==> config.mk <==
export PLATFORM = sky130hd
export DESIGN_NAME = dda_line_rasterizer_unit_flat
export DESIGN_NICKNAME = d
export VERILOG_FILES = /design/src/rtl/dlr_pkg.sv /design/src/rtl/dlr_line_if.sv /design/src/rtl/dlr_point_if.sv /design/src/rtl/dda_line_rasterizer_unit.sv /design/src/flat_wrapper.sv
export SDC_FILE = /design/constraint.sdc
export NUM_CORES = 1
export LEC_CHECK = 0
export BUFFER_PORTS_ARGS = -buffer_cell sky130_fd_sc_hd__buf_2
export CORE_MARGIN = 5
export CORE_UTILIZATION = 55
export DETAILED_ROUTE_END_ITERATION = 10
export PLACE_DENSITY = 0.8
export SKIP_CTS_REPAIR_TIMING = 1
export SLEW_MARGIN = 25
export SYNTH_ARGS = -nofsm -noshare
export SYNTH_HDL_FRONTEND = slang
export SYNTH_SLANG_ARGS = --single-unit
==> constraint.sdc <==
create_clock -name clk_i -period 6.65 [get_ports clk_i]
set_input_delay 0.3325 -clock clk_i [delete_from_list [all_inputs] [get_ports clk_i]]
set_output_delay 0.3325 -clock clk_i [all_outputs]
set_load 0.02 [all_outputs]
==> src/rtl/dlr_pkg.sv <==
// ----------------------------------------------------------------------------
// dlr_pkg
// Shared types of the DDA line rasterizer.
// ----------------------------------------------------------------------------
`default_nettype none

package dlr_pkg;

  typedef enum logic [1:0] {
    ST_IDLE,
    ST_DIV,
    ST_EMIT
  } dlr_state_e;

endpackage

`default_nettype wire

==> src/rtl/dlr_line_if.sv <==
// ----------------------------------------------------------------------------
// dlr_line_if
// Line request channel: start and end point, signed coordinates.
// ----------------------------------------------------------------------------
`default_nettype none

interface dlr_line_if #(
  parameter int COORD_BITS = 6
);
  logic                  valid;
  logic                  ready;
  logic [COORD_BITS-1:0] start_x;
  logic [COORD_BITS-1:0] start_y;
  logic [COORD_BITS-1:0] end_x;
  logic [COORD_BITS-1:0] end_y;

  modport source (output valid, start_x, start_y, end_x, end_y, input ready);
  modport sink   (input valid, start_x, start_y, end_x, end_y, output ready);
endinterface

`default_nettype wire

==> src/rtl/dlr_point_if.sv <==
// ----------------------------------------------------------------------------
// dlr_point_if
// Raster point channel: one point per transaction, last point flagged.
// ----------------------------------------------------------------------------
`default_nettype none

interface dlr_point_if #(
  parameter int COORD_BITS = 6
);
  logic                  valid;
  logic                  ready;
  logic [COORD_BITS-1:0] point_x;
  logic [COORD_BITS-1:0] point_y;
  logic                  last_point;

  modport source (output valid, point_x, point_y, last_point, input ready);
  modport sink   (input valid, point_x, point_y, last_point, output ready);
endinterface

`default_nettype wire

==> src/rtl/dda_line_rasterizer_unit.sv <==
// ----------------------------------------------------------------------------
// dda_line_rasterizer_unit
// DDA line rasterizer: restoring slope divider followed by a point stepper.
// ----------------------------------------------------------------------------
// A line request is taken only when the unit is idle and its output register
// is empty. The start point is loaded into the output register at once; a
// zero-length line ends there. Otherwise a restoring divider computes the
// slope one quotient bit per cycle, COORD_BITS + FRAC_BITS quotient bits in
// all; then the stepper emits one point per cycle while the sink takes
// them, steps = max(|dx|, |dy|) points, with a single accumulator adder.
// Negative minor positions are truncated toward zero.
// ----------------------------------------------------------------------------
`default_nettype none

module dda_line_rasterizer_unit #(
  parameter int COORD_BITS = 6,
  parameter int FRAC_BITS  = 16
) (
  input  wire logic   clk_i,
  input  wire logic   rst_ni,
  dlr_line_if.sink    line_i,
  dlr_point_if.source point_o
);

  localparam int CW   = COORD_BITS;
  localparam int FW   = FRAC_BITS;
  localparam int NW   = CW + FW;
  localparam int AW   = CW + FW + 1;
  localparam int SW   = FW + 2;
  localparam int CNTW = $clog2(NW + 1);

  dlr_pkg::dlr_state_e state_q, state_d;

  logic [CW-1:0]        major_q, major_d;
  logic                 x_major_q, x_major_d;
  logic                 major_neg_q, major_neg_d;
  logic                 minor_neg_q, minor_neg_d;
  logic [CW-1:0]        remain_q, remain_d;
  logic [NW-1:0]        div_q, div_d;
  logic [CW:0]          rem_q, rem_d;
  logic [CNTW-1:0]      cnt_q, cnt_d;
  logic signed [SW-1:0] slope_q, slope_d;
  logic signed [AW-1:0] acc_q, acc_d;
  logic                 ovalid_q, ovalid_d;
  logic [CW-1:0]        px_q, px_d;
  logic [CW-1:0]        py_q, py_d;
  logic                 last_q, last_d;

  // request decode
  logic signed [CW:0] dx_w, dy_w, ndx_w, ndy_w;
  logic [CW-1:0]      adx_w, ady_w, steps_w, minor_abs_w, minor_start_w;
  logic               xm_w;

  assign dx_w  = {line_i.end_x[CW-1], line_i.end_x} - {line_i.start_x[CW-1], line_i.start_x};
  assign dy_w  = {line_i.end_y[CW-1], line_i.end_y} - {line_i.start_y[CW-1], line_i.start_y};
  assign ndx_w = -dx_w;
  assign ndy_w = -dy_w;
  assign adx_w = dx_w[CW] ? ndx_w[CW-1:0] : dx_w[CW-1:0];
  assign ady_w = dy_w[CW] ? ndy_w[CW-1:0] : dy_w[CW-1:0];
  assign xm_w  = adx_w >= ady_w;
  assign steps_w       = xm_w ? adx_w : ady_w;
  assign minor_abs_w   = xm_w ? ady_w : adx_w;
  assign minor_start_w = xm_w ? line_i.start_y : line_i.start_x;

  // divider step
  logic [CW:0]   rem_sh_w, rem_sub_w;
  logic          ge_w;
  logic [NW-1:0] div_nx_w;
  logic [SW-1:0] qext_w;

  assign rem_sh_w  = {rem_q[CW-1:0], div_q[NW-1]};
  assign ge_w      = rem_sh_w >= {1'b0, remain_q};
  assign rem_sub_w = rem_sh_w - {1'b0, remain_q};
  assign div_nx_w  = {div_q[NW-2:0], ge_w};
  assign qext_w    = {1'b0, div_nx_w[FW:0]};

  // stepper
  logic signed [AW-1:0] acc_nx_w, acc_neg_w, acc_mag_w;
  logic [CW-1:0]        trunc_w, ntrunc_w, minor_pt_w, major_nx_w;
  logic                 ofree_w;

  assign acc_nx_w   = acc_q + {{(AW-SW){slope_q[SW-1]}}, slope_q};
  assign acc_neg_w  = -acc_nx_w;
  assign acc_mag_w  = acc_nx_w[AW-1] ? acc_neg_w : acc_nx_w;
  assign trunc_w    = acc_mag_w[FW+CW-1:FW];
  assign ntrunc_w   = -trunc_w;
  assign minor_pt_w = acc_nx_w[AW-1] ? ntrunc_w : trunc_w;
  assign major_nx_w = major_neg_q ? major_q - CW'(1) : major_q + CW'(1);
  assign ofree_w    = !ovalid_q || point_o.ready;

  assign line_i.ready       = (state_q == dlr_pkg::ST_IDLE) && !ovalid_q;
  assign point_o.valid      = ovalid_q;
  assign point_o.point_x    = px_q;
  assign point_o.point_y    = py_q;
  assign point_o.last_point = last_q;

  always_comb begin
    state_d     = state_q;
    major_d     = major_q;
    x_major_d   = x_major_q;
    major_neg_d = major_neg_q;
    minor_neg_d = minor_neg_q;
    remain_d    = remain_q;
    div_d       = div_q;
    rem_d       = rem_q;
    cnt_d       = cnt_q;
    slope_d     = slope_q;
    acc_d       = acc_q;
    ovalid_d    = ovalid_q && !point_o.ready;
    px_d        = px_q;
    py_d        = py_q;
    last_d      = last_q;
    unique case (state_q)
      dlr_pkg::ST_IDLE: begin
        if (line_i.valid && line_i.ready) begin
          ovalid_d    = 1'b1;
          px_d        = line_i.start_x;
          py_d        = line_i.start_y;
          last_d      = (steps_w == '0);
          x_major_d   = xm_w;
          major_d     = xm_w ? line_i.start_x : line_i.start_y;
          major_neg_d = xm_w ? dx_w[CW] : dy_w[CW];
          minor_neg_d = xm_w ? dy_w[CW] : dx_w[CW];
          remain_d    = steps_w;
          div_d       = {minor_abs_w, {FW{1'b0}}};
          rem_d       = '0;
          cnt_d       = CNTW'(NW);
          acc_d       = {minor_start_w[CW-1], minor_start_w, {FW{1'b0}}};
          if (steps_w != '0) begin
            state_d = dlr_pkg::ST_DIV;
          end
        end
      end
      dlr_pkg::ST_DIV: begin
        div_d = div_nx_w;
        rem_d = ge_w ? rem_sub_w : rem_sh_w;
        cnt_d = cnt_q - CNTW'(1);
        if (cnt_q == CNTW'(1)) begin
          slope_d = minor_neg_q ? $signed(~qext_w + SW'(1)) : $signed(qext_w);
          state_d = dlr_pkg::ST_EMIT;
        end
      end
      dlr_pkg::ST_EMIT: begin
        if (ofree_w) begin
          ovalid_d = 1'b1;
          acc_d    = acc_nx_w;
          major_d  = major_nx_w;
          remain_d = remain_q - CW'(1);
          px_d     = x_major_q ? major_nx_w : minor_pt_w;
          py_d     = x_major_q ? minor_pt_w : major_nx_w;
          last_d   = (remain_q == CW'(1));
          if (remain_q == CW'(1)) begin
            state_d = dlr_pkg::ST_IDLE;
          end
        end
      end
      default: state_d = dlr_pkg::ST_IDLE;
    endcase
  end

  always_ff @(posedge clk_i or negedge rst_ni) begin
    if (!rst_ni) begin
      state_q  <= dlr_pkg::ST_IDLE;
      ovalid_q <= 1'b0;
      cnt_q    <= '0;
    end else begin
      state_q  <= state_d;
      ovalid_q <= ovalid_d;
      cnt_q    <= cnt_d;
    end
  end

  always_ff @(posedge clk_i) begin
    major_q     <= major_d;
    x_major_q   <= x_major_d;
    major_neg_q <= major_neg_d;
    minor_neg_q <= minor_neg_d;
    remain_q    <= remain_d;
    div_q       <= div_d;
    rem_q       <= rem_d;
    slope_q     <= slope_d;
    acc_q       <= acc_d;
    px_q        <= px_d;
    py_q        <= py_d;
    last_q      <= last_d;
  end

  a_accept_loads_point: assert property (@(posedge clk_i) disable iff (!rst_ni)
    line_i.valid && line_i.ready |=> ovalid_q)
    else $error("accepted line did not load its start point");

  a_div_count_live: assert property (@(posedge clk_i) disable iff (!rst_ni)
    state_q == dlr_pkg::ST_DIV |-> cnt_q != '0)
    else $error("divider running with zero count");

  a_emit_not_last: assert property (@(posedge clk_i) disable iff (!rst_ni)
    state_q == dlr_pkg::ST_EMIT |-> !(ovalid_q && last_q) && remain_q != '0)
    else $error("stepper active after last point");

  a_zero_line_stays_idle: assert property (@(posedge clk_i) disable iff (!rst_ni)
    line_i.valid && line_i.ready && steps_w == '0 |=> state_q == dlr_pkg::ST_IDLE && last_q)
    else $error("zero-length line left idle");

endmodule

`default_nettype wire
==> src/flat_wrapper.sv <==
// flat-port wrapper written by rule: the top's interface ports become plain ports
module dda_line_rasterizer_unit_flat 
#(
  parameter int COORD_BITS = 6,
  parameter int FRAC_BITS  = 16
)
  (clk_i, rst_ni, line_i_valid, line_i_start_x, line_i_start_y, line_i_end_x, line_i_end_y, line_i_ready, point_o_valid, point_o_point_x, point_o_point_y, point_o_last_point, point_o_ready);
  dlr_line_if #(.COORD_BITS(COORD_BITS)) line_i_i ();
  dlr_point_if #(.COORD_BITS(COORD_BITS)) point_o_i ();
  input  wire logic clk_i;
  input  wire logic rst_ni;
  input wire logic [$bits(line_i_i.valid)-1:0] line_i_valid;
  input wire logic [$bits(line_i_i.start_x)-1:0] line_i_start_x;
  input wire logic [$bits(line_i_i.start_y)-1:0] line_i_start_y;
  input wire logic [$bits(line_i_i.end_x)-1:0] line_i_end_x;
  input wire logic [$bits(line_i_i.end_y)-1:0] line_i_end_y;
  output wire logic [$bits(line_i_i.ready)-1:0] line_i_ready;
  output wire logic [$bits(point_o_i.valid)-1:0] point_o_valid;
  output wire logic [$bits(point_o_i.point_x)-1:0] point_o_point_x;
  output wire logic [$bits(point_o_i.point_y)-1:0] point_o_point_y;
  output wire logic [$bits(point_o_i.last_point)-1:0] point_o_last_point;
  input wire logic [$bits(point_o_i.ready)-1:0] point_o_ready;
  assign line_i_i.valid = line_i_valid;
  assign line_i_i.start_x = line_i_start_x;
  assign line_i_i.start_y = line_i_start_y;
  assign line_i_i.end_x = line_i_end_x;
  assign line_i_i.end_y = line_i_end_y;
  assign line_i_ready = line_i_i.ready;
  assign point_o_valid = point_o_i.valid;
  assign point_o_point_x = point_o_i.point_x;
  assign point_o_point_y = point_o_i.point_y;
  assign point_o_last_point = point_o_i.last_point;
  assign point_o_i.ready = point_o_ready;
  dda_line_rasterizer_unit #(.COORD_BITS(COORD_BITS), .FRAC_BITS(FRAC_BITS)) u_core (.clk_i(clk_i), .rst_ni(rst_ni), .line_i(line_i_i), .point_o(point_o_i));
endmodule
Yosys cells after proc, flatten, opt, wreduce, memory -nomap -nowiden
Cells that the tools add are included.
{"block": "word_totals", "romBits": 0, "latch_bits": 0, "mem_bits_rw": 0, "input_bits": 28, "output_inout_bits": 15, "register_bits": 105, "wordCells": 105, "memories": 0}
{"block": "op_classes", "bitwise": 1, "shifts": 0, "eq_ne": 9, "add_sub_neg": 13, "magnitude_cmp": 2, "div": 0, "reduce_logical": 16, "multipliers": 0, "muxes": 48}
{"op": "6-bit 2-to-1 mux", "n": 20}
{"op": "6-bit case mux with 2 select lines", "n": 5}
{"op": "23-bit 2-to-1 mux", "n": 2}
{"op": "23-bit case mux with 2 select lines", "n": 1}
{"op": "22-bit 2-to-1 mux", "n": 2}
{"op": "22-bit case mux with 2 select lines", "n": 1}
{"op": "23-bit adder", "n": 1}
{"op": "22-bit negator", "n": 1}
{"op": "18-bit by 1-bit adder with 18-bit output (second input constant)", "n": 1}
{"op": "6-bit negator", "n": 3}
{"op": "17-bit NOT with 18-bit output", "n": 1}
{"op": "17-bit 2-to-1 mux", "n": 1}
{"op": "6-bit by 6-bit subtractor with 7-bit output", "n": 2}
{"op": "6-bit by 1-bit subtractor with 6-bit output (second input constant)", "n": 2}
{"op": "2-bit 2-to-1 mux", "n": 5}
{"op": "5-bit case mux with 2 select lines", "n": 1}
{"op": "7-bit by 6-bit >= comparator with 1-bit output", "n": 1}
{"op": "6-bit by 1-bit adder with 6-bit output (second input constant)", "n": 1}
{"op": "6-bit by 1-bit equality test with 1-bit output (second input constant)", "n": 1}
{"op": "6-bit >= comparator", "n": 1}
{"op": "6-bit zero test", "n": 1}
{"op": "1-bit 2-to-1 mux", "n": 6}
{"op": "2-bit by 1-bit != test with 1-bit output (second input constant)", "n": 3}
{"op": "2-bit case mux with 3 select lines", "n": 1}
{"op": "17 further kinds", "n": 25}

Logic depth before layout (Yosys ltp)
{"block": "logic_depth", "ltp_word": 9, "mapped_depth": 21, "depth_no_buf": 20}

Worst setup path before layout
No wires, ideal clock.
{"block": "synth_path", "path_kind": "input -> register", "startpoint": "in line_i_end_x[0]", "endpoint": "reg u_core.div_q[21], data pin", "setup_ps": 269, "cell_stages": 19, "path_slack_ps": 2711, "t_required_ps": 6381, "t_arrival_ps": 3670, "path_buffers": 2, "path_cell_list": "inv_1 ha_1 inv_1 fa_1 a21o_1 a21oi_1 nand2b_1 a31oi_1 mux2i_1 inv_1 ha_1 a21o_1 a21o_1 a21oi_1 o21ai_1 clkbuf_1 clkbuf_1 mux2i_1 a21oi_1"}
{"block": "synth_between", "elab_chain_len": 7}
{"item": "start: declaration", "line_no": "flat_wrapper.sv:15", "rtl": "input wire logic [$bits(line_i_i.end_x)-1:0] line_i_end_x;"}
{"item": "6-bit by 6-bit subtractor with 7-bit output *", "line_no": "dda_line_rasterizer_unit.sv:54", "rtl": "assign dx_w = {line_i.end_x[CW-1], line_i.end_x} - {line_i.start_x[CW-1], line_i.start_x};"}
{"item": "6-bit negator", "line_no": "dda_line_rasterizer_unit.sv:56", "rtl": "assign ndx_w = -dx_w;"}
{"item": "6-bit 2-to-1 mux *", "line_no": "dda_line_rasterizer_unit.sv:58", "rtl": "assign adx_w = dx_w[CW] ? ndx_w[CW-1:0] : dx_w[CW-1:0];"}
{"item": "6-bit >= comparator", "line_no": "dda_line_rasterizer_unit.sv:60", "rtl": "assign xm_w = adx_w >= ady_w;"}
{"item": "6-bit 2-to-1 mux *", "line_no": "dda_line_rasterizer_unit.sv:62", "rtl": "assign minor_abs_w = xm_w ? ady_w : adx_w;"}
{"item": "22-bit 2-to-1 mux *", "line_no": "dda_line_rasterizer_unit.sv:115", "rtl": "if (line_i.valid && line_i.ready) begin"}
{"item": "22-bit case mux with 2 select lines *", "line_no": "dda_line_rasterizer_unit.sv:113", "rtl": "unique case (state_q)"}
{"item": "via u_core.div_d[21]", "line_no": "dda_line_rasterizer_unit.sv:39", "rtl": "logic [NW-1:0] div_q, div_d;"}
{"item": "end signal: assignment", "line_no": "dda_line_rasterizer_unit.sv:179", "rtl": "div_q <= div_d;"}
{"item": "end: declaration", "line_no": "dda_line_rasterizer_unit.sv:39"}
The timed path passes the listed nets; every way through them passes the cells marked *. The select of a mux whose other input is x is not followed.
A chain may end at the register's enable or synchronous reset.

Worst setup path in the final report
{"block": "layout_path", "startpoint": "reg u_core.acc_q[0]", "endpoint": "reg u_core.py_q[4] (netlist: u_core.point_o.point_y[4]), data pin"}
{"block": "layout_between", "elab_chain_len": 8}
{"item": "start: declaration", "line_no": "dda_line_rasterizer_unit.sv:43", "rtl": "logic signed [AW-1:0] acc_q, acc_d;"}
{"item": "start signal: assignment", "line_no": "dda_line_rasterizer_unit.sv:182", "rtl": "acc_q <= acc_d;"}
{"item": "23-bit adder *", "line_no": "dda_line_rasterizer_unit.sv:82", "rtl": "assign acc_nx_w = acc_q + {{(AW-SW){slope_q[SW-1]}}, slope_q};"}
{"item": "22-bit negator", "line_no": "dda_line_rasterizer_unit.sv:83", "rtl": "assign acc_neg_w = -acc_nx_w;"}
{"item": "22-bit 2-to-1 mux", "line_no": "dda_line_rasterizer_unit.sv:84", "rtl": "assign acc_mag_w = acc_nx_w[AW-1] ? acc_neg_w : acc_nx_w;"}
{"item": "6-bit negator", "line_no": "dda_line_rasterizer_unit.sv:86", "rtl": "assign ntrunc_w = -trunc_w;"}
{"item": "6-bit 2-to-1 mux *", "line_no": "dda_line_rasterizer_unit.sv:87", "rtl": "assign minor_pt_w = acc_nx_w[AW-1] ? ntrunc_w : trunc_w;"}
{"item": "6-bit 2-to-1 mux *", "line_no": "dda_line_rasterizer_unit.sv:150", "rtl": "py_d = x_major_q ? minor_pt_w : major_nx_w;"}
{"item": "6-bit 2-to-1 mux *", "line_no": "dda_line_rasterizer_unit.sv:144", "rtl": "if (ofree_w) begin"}
{"item": "6-bit case mux with 2 select lines *", "line_no": "dda_line_rasterizer_unit.sv:113"}
{"item": "via u_core.py_d[4]", "line_no": "dda_line_rasterizer_unit.sv:46", "rtl": "logic [CW-1:0] py_q, py_d;"}
{"item": "end signal: assignment", "line_no": "dda_line_rasterizer_unit.sv:184", "rtl": "py_q <= py_d;"}
{"item": "end: declaration", "line_no": "dda_line_rasterizer_unit.sv:46"}
Marks and branches as above.

==> results.md <==
* Run status: completed
* Internal cell power at 0.00214 W
* CP Capture Type: flip-flop
* Commonest non-fill, non-tap cell in the layout: edfxtp_1
* RSZ-0062 raised after global routing: false
* Synth warn at 0
* Area after DPL at 8090 um2
* Die ar. at 16500 um2
* DRC errors left at 0
* Cell taking the most area after synthesis: edfxtp_1
* Num CTS Buffers at 9
* Initial core utilization at 55.8%
* Layout Nets at 924
* Total GRT Usage at 20.7%
* Row count at 43
* MaxCap Viol Count at 0
* Worst setup path startpoint: u_core.acc_q[0]
* Synth top area share at 37.7%
* Hold_sp: line_i_start_y[5]
* Final worst path period share at 70.6%
* Layout area overhead at 8.65%
* Fmax at 213 MHz
* Fin Hold WS at 282 ps
* CP required at 6880 ps
* Die Y at 128 um
* Synth cell types at 70
* Async SR Flop Fraction at 7.62%
* R2R Path Start: u_core.acc_q[0]
* Antenna Cells at 0
* WL final at 16500 um
* Net count after synthesis at 893
* Switch share at 44.8%
* Die width at 128 um
* Vias in the first global route at 5699
* Total core area at 13800 um2
* Syn_area_per_cell at 9.63 um2
* Share of cells above drive strength 1 at 11.5%
* Slew @ Worst Pin at 955 ps
* Vias at 5997
* Slew Limit Fails at 0
* Flop pwr share at 28.7%
* I/O pin count at 43
* Switching power total at 0.00174 W
* Tmin final at 4700 ps
* Clock Path Buffers at 2
* Worst setup margin at 1950 ps
* IO buf count at 42
* Depth of the CTS H-tree at 3
* R2R Setup Slk at 1950 ps
* Final setup violation count at 0
* Most frequent cells in the layout: edfxtp_1 (97), nor2_1 (70), nand2_1 (59)
* Synth Instances at 802
* Vias/cell at 5.89
* Leakage at 3.41 nW
* Pre-CTS WS at 2080 ps
* Seq/Total Area, Yosys at 40.3%
* First-pass GRT wire length at 27800 um
* Prevailing post-synth register cell: edfxtp_1
* Crit path max fanout at 12
* Post-DP HPWL at 12300 um
* Initial antenna violation count at 0
* Pwr/cell area at 462 nW/um2
* Comb pwr share at 58.1%
* Hold crit path type: in2reg
* Worst-skew pair later-pin latency at 350 ps
* Clock sink count at 105
* First-pass iteration count of the detailed router at 6
* Clock-pin transition on the worst setup and hold timing paths at 80 ps
* Average wire per cell in the routed design at 16.2 um
* Synthesized area at 7720 um2
* Setup total negative slack at 0 ps
* Largest cells by area after synthesis: edfxtp_1 (38%), ha_1 (9.4%), xnor2_1 (4.8%)
* Largest net degree at the start of global routing at 55
* Rel. slew slack at 36.3%
* CTS tree: done
* Post-DRT Antenna Nets at 0
* Placer Congestion at 0.885
* Crit Path Category: reg2reg
* Number of synthesized flops with an enable pin at 97
* Gr ovfl total at 0
* Synth Register Bits at 105
* Filler instances at 1143
* Clock share of power at 13.2%
* Startpoint types: flip-flop
* Drt initial violations at 653
* Post-Layout Inst Area at 8390 um2
* Worst Skew at 16.1 ps
* VDD IR max at 0.000290 V
* Hold violation count in the final report at 0
* Clk root buf: clkbuf_16
* Critical Path AT at 4920 ps
[area by class of cell]
type,count,area (um2),share of cell area (%)
tap,180,225,2.68
clock buffer,9,225,2.68
multi-input combinational,617,4300,51.3
inverter,50,188,2.24
clock inverter,7,61.3,0.731
timing repair buffer,50,273,3.25
sequential,105,3110,37.1
[Yosys cell counts, drive strengths merged (4+ instances only)]
cell type	number
edfxtp	97
and2	22
xor2	24
a31oi	8
nor4	4
or4	5
a21oi	55
ha	58
fa	5
a21o	22
mux2i	18
a211oi	5
a22oi	5
xnor2	42
o31ai	7
or3	4
inv	50
nand2b	16
nor3	17
o211ai	9
or2	6
nor2	71
nand4	4
clkbuf	22
and3	11
dfrtp	8
o2111ai	5
o21a	5
nor2b	10
buf	8
o221ai	4
o21ai	63
nand3	20
nand2	60
[cells by family (layout without fill, tap and decap cells)]
group	after synthesis	in the layout	synth area share, %
AOI/OAI and AO/OA	210	210	18.0
muxes	21	21	2.77
and+or+nand+nor	257	257	16.6
buffers and inverters	80	116	4.12
DFF	105	105	40.3
adders and majority gates	63	63	10.7
xor gates and xnor gates	66	66	7.49
[path summary, 6_finish.rpt]
path,to,cells after the start
hold reg to reg,u_core.cnt_q[1],2
hold / removal,u_core.point_o.point_y[5],3
min in group asynchronous,u_core.cnt_q[1],2
setup reg to reg,u_core.point_o.point_y[4],16
setup / recovery,u_core.point_o.point_y[4],16
max in group asynchronous,u_core.state_q[1],2
[power groups by stage]
stage                     sequential (W)  combinational [W]  clock, W
after floorplan                  0.00117            0.00167         0
after global placement           0.00112            0.00216         0
after detailed placement         0.00112            0.00219         0
after CTS                        0.00111            0.00223  0.000521
after global routing             0.00113            0.00249  0.000548
final                            0.00111            0.00225  0.000513
[critical path, cell delays in order, from the launching register on]
cell      delay (ps)
edfxtp_1         370
ha_1             230
inv_1             70
fa_1             220
nand2b_1         140
a21o_1           190
a21oi_1          130
o41ai_1          730
a211oi_1         210
nor2_1           620
nor2_1           150
xnor2_1          310
ha_1             280
and3_1           160
mux2i_1          130
or4_1            540
nand3_1          100
[per-layer routing]
layer,vias to the layer above,track usage [%],share of wire [%]
met1,2813,30.0,46
li1,2979,-,-
met2,185,32.8,47
met5,-,0,0
met3,20,2.57,5.5
met4,0,6.12,1.3
[stage by stage]
step | utilization [%] | power, W | instances
6_report | 60.7 | 0.00388 | 1018
5_1_grt | 60.7 | 0.00418 | 1018
4_1_cts | 60.6 | 0.00386 | 1017
3_5_place_dp | 58.5 | 0.00332 | 1001
3_3_place_gp | 58.5 | 0.00327 | 1001
2_1_floorplan | - | 0.00283 | 802
[state kept, by name, summed over array words and instances, names as in the netlist]
register and flops:
u_core.major_neg_q 1, u_core.point_o.valid 1, u_core.acc_q 23, u_core.state_q 2
u_core.slope_q 18, u_core.point_o.point_x 6, u_core.major_q 6, u_core.cnt_q 5
u_core.x_major_q 1, u_core.point_o.last_point 1, u_core.rem_q 6, u_core.remain_q 6
u_core.point_o.point_y 6, u_core.minor_neg_q 1, u_core.div_q 22
No activity file was read; power rests on OpenSTA's default activity.
